--- config.mk ---
export PLATFORM = sky130hd
export DESIGN_NAME = tli_arith
export DESIGN_NICKNAME = d
export VERILOG_FILES = /design/src/tli_pkg.sv /design/src/tli_arith.sv
export SDC_FILE = /design/constraint.sdc
export NUM_CORES = 1
export LEC_CHECK = 0
export BUFFER_PORTS_ARGS = -buffer_cell sky130_fd_sc_hd__buf_2
export CORE_UTILIZATION = 55
export DETAILED_ROUTE_END_ITERATION = 8
export PLACE_DENSITY = 0.87
export SYNTH_ARGS = -nofsm -noshare
export SYNTH_HDL_FRONTEND = slang
export SYNTH_SLANG_ARGS = --single-unit
--- constraint.sdc ---
create_clock -name clk -period 3.37 [get_ports clk]
set_input_delay 0.1685 -clock clk [delete_from_list [all_inputs] [get_ports clk]]
set_output_delay 0.1685 -clock clk [all_outputs]
set_load 0.005 [all_outputs]
--- src/tli_pkg.sv ---
// Shared types and constants of the table linear interpolator.
// Used by tli_store, tli_arith and table_linear_interpolator; no dependencies.
package tli_pkg;

	localparam int DATA_W  = 32;
	localparam int MAG_W   = 33;
	localparam int PROD_W  = 66;
	localparam int QUOT_W  = 41;
	localparam int STEP_W  = 7;
	localparam int MUL_STEPS = 33;
	localparam int DIV_STEPS = 65;

	localparam logic CMD_WRITE = 1'b0;
	localparam logic CMD_QUERY = 1'b1;

	localparam logic [1:0] REGION_INTERIOR = 2'd0;
	localparam logic [1:0] REGION_LOW      = 2'd1;
	localparam logic [1:0] REGION_HIGH     = 2'd2;

	localparam logic [QUOT_W-1:0] QUOT_CAP = {1'b1, {(QUOT_W-1){1'b0}}};

	typedef struct packed {
		logic               cmd;
		logic [7:0]         point_index;
		logic signed [31:0] point_x;
		logic signed [31:0] point_y;
		logic signed [31:0] query_x;
	} tli_req_t;

	typedef struct packed {
		logic signed [31:0] interp_y;
		logic [1:0]         region;
	} tli_rsp_t;

	typedef struct packed {
		logic signed [31:0] x;
		logic signed [31:0] y;
	} tli_point_t;

	// Launch of one multiply-then-divide run on the shared adder.
	typedef struct packed {
		logic             go;
		logic [MAG_W-1:0] ady;
		logic [MAG_W-1:0] adx;
		logic [MAG_W-1:0] agap;
	} tli_arith_req_t;

endpackage

--- src/tli_arith.sv ---
// Shared add/subtract unit: shift-add multiply, then restoring division.
// Depends on tli_pkg for widths and the launch struct.
module tli_arith import tli_pkg::*; (
	input  logic                clk,
	input  logic                arst_n,
	input  tli_arith_req_t      op,
	output logic                done,
	output logic [QUOT_W-1:0]   quot
);

	typedef enum logic [1:0] {A_IDLE, A_MUL, A_DIV} arith_state_t;

	arith_state_t       state_q;
	logic [PROD_W-1:0]  prod_q;
	logic [MAG_W-1:0]   rem_q;
	logic [MAG_W-1:0]   gap_q;
	logic [MAG_W-1:0]   mcand_q;
	logic [STEP_W-1:0]  cnt_q;
	logic               done_q;

	logic [MAG_W+1:0]   a_op;
	logic [MAG_W+1:0]   b_op;
	logic [MAG_W+1:0]   sum;
	logic [MAG_W:0]     upper;
	logic               qbit;
	logic               big;

	// One adder serves both phases; the divide subtracts the gap from the
	// shifted remainder.
	always_comb begin
		if (state_q == A_MUL) begin
			a_op = {2'b00, prod_q[PROD_W-1:MAG_W]};
			b_op = {2'b00, mcand_q};
			sum  = a_op + b_op;
		end else begin
			a_op = {1'b0, rem_q, prod_q[PROD_W-2]};
			b_op = {2'b00, gap_q};
			sum  = a_op - b_op;
		end
		upper = prod_q[0] ? sum[MAG_W:0] : {1'b0, prod_q[PROD_W-1:MAG_W]};
		qbit  = ~sum[MAG_W+1];
	end

	always_ff @(posedge clk or negedge arst_n) begin
		if (!arst_n) begin
			state_q <= A_IDLE;
			prod_q  <= '0;
			rem_q   <= '0;
			gap_q   <= '0;
			mcand_q <= '0;
			cnt_q   <= '0;
			done_q  <= 1'b0;
		end else begin
			done_q <= 1'b0;
			case (state_q)
				A_IDLE: begin
					if (op.go) begin
						prod_q  <= {{(PROD_W-MAG_W){1'b0}}, op.adx};
						mcand_q <= op.ady;
						gap_q   <= op.agap;
						cnt_q   <= '0;
						state_q <= A_MUL;
					end
				end
				A_MUL: begin
					prod_q <= {upper, prod_q[MAG_W-1:1]};
					if (cnt_q == STEP_W'(MUL_STEPS - 1)) begin
						cnt_q   <= '0;
						rem_q   <= '0;
						state_q <= A_DIV;
					end else begin
						cnt_q <= cnt_q + 1'b1;
					end
				end
				A_DIV: begin
					prod_q <= {prod_q[PROD_W-2:0], qbit};
					rem_q  <= qbit ? sum[MAG_W-1:0] : a_op[MAG_W-1:0];
					if (cnt_q == STEP_W'(DIV_STEPS - 1)) begin
						done_q  <= 1'b1;
						state_q <= A_IDLE;
					end else begin
						cnt_q <= cnt_q + 1'b1;
					end
				end
				default: begin
					state_q <= A_IDLE;
				end
			endcase
		end
	end

	// The full quotient occupies the low 65 bits; clamp it at 2^40.
	assign big  = (|prod_q[PROD_W-2:QUOT_W]) ||
	              (prod_q[QUOT_W-1] && (|prod_q[QUOT_W-2:0]));
	assign quot = big ? QUOT_CAP : prod_q[QUOT_W-1:0];
	assign done = done_q;

	a_done_pulse: assert property (@(posedge clk) disable iff (!arst_n)
		done_q |=> !done_q) else $error("arith done held longer than one cycle");
	a_go_idle: assert property (@(posedge clk) disable iff (!arst_n)
		op.go |-> state_q == A_IDLE) else $error("arith launched while running");
	a_rem_below_gap: assert property (@(posedge clk) disable iff (!arst_n)
		state_q == A_DIV |-> rem_q < gap_q) else $error("division remainder not below divisor");

endmodule

==> qor.csv <==
stage,metric,value,unit
sta,hold_ws,6.59,ps
floorplanning,design.die.area,0.0236,mm2
status,status,"complete, no violations",
critical_path,crit_family,compound AO/OA/AOI/OAI gates,
placed_design,io_buffers,143,
clock_network,cts_tree,built,
floorplanning,num_io_pins,144,
clock_network,clkLatencyLatePin,450,ps
critical_path,critPathArrivalTime,3520,ps
critical_path,cp-start-kind,flip-flop,
clock_network,htreeDepth,4,
critical_path,path_class,flip-flop to flip-flop,
floorplanning,die_h,153,um
critical_path,crit_path_top_delay_cell,dfrtp_1,
global_routing,use_met3,4.82,%
floorplanning,core_area,0.0226,mm2
min_path,hp-start,op[55],
sta,period_share,93.5,%
synthesis,synth_top_family_by_area,compound AO/OA/AOI/OAI gates,
synthesis,ys_seq_area_share,34.7,%
synthesis,async_reset_ff_share,100,%
critical_path,reg2reg_from,prod_q[33]$_DFFE_PN0P_,
route,route.final.wire_length,36.3,mm
cells_and_area,fin_util,65.7,%
global_routing,met2_usage,51.5,%
critical_path,critPathRequiredTime,3730,ps
route,via_count,12300,
synthesis,synth.net_count,1617,
sta,clock_skew,15.6,ps
synthesis,ys_dominant_reg_cell,dfrtp_1,
route,ant_nets,0,
synthesis,synth_compound_area_share,24.0,%
critical_path,endpoint_kind,flip-flop,
power,p_int,5640,uW
critical_path,critPathMaxStageDelay,440,ps
route,first_pass_iters,8,
placed_design,gp_congestion,0.997,
run,max-cap-violations,0,
power,power.switching,3990,uW
power,switching_share,41.5,%
synthesis,synth_cell_types,79,
synthesis,synth_edf_count,0,
route,detail_route.iter0.violations,1427,
synthesis,synth-simple-area-share,16.4,%
sta,setup_tns,0,ps
sta,fin_ws,219,ps
power,pwr-share-seq,30.6,%
power,peakVddDrop,0.000373,V
synthesis,synthCells,1441,
sta,worstMarginPinSlew,1050,ps
placed_design,dp_slack,265,ps
synthesis,syn_area_per_cell,8.76,um2
global_routing,grt-busiest-layer,met2,
sta,period_minus_slack,3150,ps
synthesis,synth_fa_ha_area_share,7.46,%
route,drc,0,
placed_design,dpl.hpwl,25.3,mm
clock_network,cts_made_buffers,17,
power,p_leak,0.00685,uW
global_routing,antenna_found_initial,0,
sta,rsz0062_at_grt,no,
sta,maxSlewHeadroom,29.8,%
sta,finalHoldViolations,0,
clock_network,path_clk_slew,70,ps
cells_and_area,fin_nets,1776,
global_routing,grt_start_max_net_pins,113,
route,vias_per_cell,6.46,
clock_network,cts_buffer_depth,2,
clock_network,cts_root_buf,clkbuf_16,
global_routing,grt_use_total,31.3,%
critical_path,cp_max_fo,6,
power,p_comb_share,47.6,%
min_path,hold_class,primary input to flip-flop,
clock_network,postCtsSetupRepairBufs,0,
global_routing,use_met1,40.1,%
critical_path,critPathLaunch,prod_q[33]$_DFFE_PN0P_,
global_routing,grt_pass1_wl,59.0,mm
floorplanning,start_util,55.9,%
cells_and_area,fin_cells,1898,
cells_and_area,layout_commonest_cell,dfrtp_1,
floorplanning,fp.dieW,153,um
cells_and_area,area_growth,17.5,%
route,routedWlPerCell,19.1,um
floorplanning,rows,55,
synthesis,ys_ff_latch,175,
critical_path,crit_chain,ha_1 -> fa_1 -> a211oi_2 -> o21ai_2 -> o2111ai_2 -> a211oi_1 -> o21a_1 -> o41ai_2 -> xnor2_1 -> a21oi_1 -> o21ai_1,
synthesis,synth.mux.area_fraction,8.38,%
clock_network,cts_sinks,175,
cells_and_area,drive_gt1_share,19.5,%
placed_design,dp.cells,1799,
power,p_clk_share,21.7,%
synthesis,synthXorXnorAreaFrac,3.89,%
cells_and_area,layout_common_cells,"dfrtp_1, nand2_1, buf_2, nor2_1, a21oi_1",
synthesis,synth_area,0.0126,mm2
sta,max_freq,0.317,GHz
sta,slew_viol_final,0,
critical_path,path_buf_inv,0,
synthesis,synth_warnings,0,
sta,setup_viol,0,
cells_and_area,diodes,0,
power,power_density,649,mW/mm2
global_routing,grt_pass1_vias,11600,
global_routing,gr-total-overflow,0,
power groups by stage:
stage                     Combinational [uW]  Sequential, uW  Clock (uW)
after floorplan                         3530            2770           0
after global placement                  4270            2940           0
after detailed placement                4420            2950           0
after CTS                               4500            2920        2110
after global routing                    5070            2970        2210
final                                   4590            2950        2090
synthesized netlist by cell type (5+ instances only):
library cell / number / area share (%)
a211oi_1: 8 / 0.48
a21o_1: 26 / 1.5
a21oi_1: 90 / 3.6
a221oi_1: 37 / 2.6
a222oi_1: 6 / 0.48
a22o_1: 12 / 0.83
a22oi_1: 24 / 1.4
a31oi_1: 20 / 0.99
and2_1: 10 / 0.50
and3_1: 46 / 2.3
buf_1: 10 / 0.30
buf_2: 12 / 0.48
clkbuf_1: 67 / 2.0
dfrtp_1: 175 / 35
ha_1: 72 / 7.1
inv_1: 51 / 1.5
mux2_2: 77 / 6.9
mux2i_1: 19 / 1.5
nand2_1: 152 / 4.5
nand2b_1: 6 / 0.30
nand3_1: 23 / 0.91
nand4_1: 19 / 0.94
nor2_1: 109 / 3.2
nor2b_1: 11 / 0.55
nor3_1: 20 / 0.79
nor4_1: 19 / 0.94
o211ai_1: 18 / 1.1
o21a_1: 9 / 0.54
o21ai_0: 80 / 3.2
o21ai_1: 22 / 0.87
o21bai_1: 8 / 0.48
o22ai_1: 5 / 0.25
o31ai_1: 42 / 2.5
or3_1: 5 / 0.25
xnor2_1: 38 / 2.6
xor2_1: 18 / 1.2
path summary, 6_finish.rpt:
check	end	slack (ps)	cells past startpoint
worst min-delay path	prod_q[22]$_DFFE_PN0P_	7	3
min in group asynchronous	gap_q[28]$_DFFE_PN0P_	420	2
worst max register to register	rem_q[30]$_DFFE_PN0P_	220	11
max in group asynchronous	prod_q[41]$_DFFE_PN0P_	1930	3
worst max-delay path	rem_q[30]$_DFFE_PN0P_	220	11
worst min register to register	gap_q[11]$_DFFE_PN0P_	510	1
metrics by stage:
step | instance area [um2] | total power, uW
2_1_floorplan | 12600 | 6290
3_3_place_gp | 13500 | 7210
3_5_place_dp | 13500 | 7370
4_1_cts | 14800 | 9520
5_1_grt | 14800 | 10300
6_report | 14800 | 9630
sequential cells by signal (all words and copies together), names as in the netlist:
signal	count
cnt_q	7
done	1
gap_q	33
mcand_q	33
prod_q	66
rem_q	33
state_q	2
final cells by class:
type	instances	area, um2
Multi-Input combinational cell	1112	7630
Tap cell	285	357
Inverter	53	201
Fill cell	1819	7740
Clock inverter	14	179
Timing Repair Buffer	241	1650
Sequential cell	175	4380
Clock buffer	18	429
cells by family after synthesis:
kind of cell | count (synthesis)
multiplexers | 96
flip-flops | 175
buffers and inverters | 154
AND/OR/NAND/NOR | 438
adder cells (fa/ha/maj) | 74
AO/OA/AOI/OAI | 448
XOR/XNOR | 56
metal layers:
metal | wire length [um] | vias up | share of wire, %
met2 | 17500 | 640 | 48
met1 | 14800 | 5867 | 41
met3 | 2480 | 127 | 6.8
met4 | 1530 | 0 | 4.2
li1 | - | 5628 | -
met5 | 0 | - | 0
timing repair:
action / CTS / global route
endpoints found under the setup margin: 0 / 15
endpoints found under the hold margin: 175 / 0
gates resized for setup: 0 / 2
hold buffers: 67 / 0
worst reg2reg max path: stages, from the launching register on:
cell       delay (ps)
dfrtp_1           440
ha_1              260
fa_1              440
a211oi_2          250
o21ai_2           130
o2111ai_2         290
a211oi_1          180
o21a_1            290
o41ai_2           330
xnor2_1           210
a21oi_1           110
o21ai_1           140
Power figures use the tool's default switching activity.
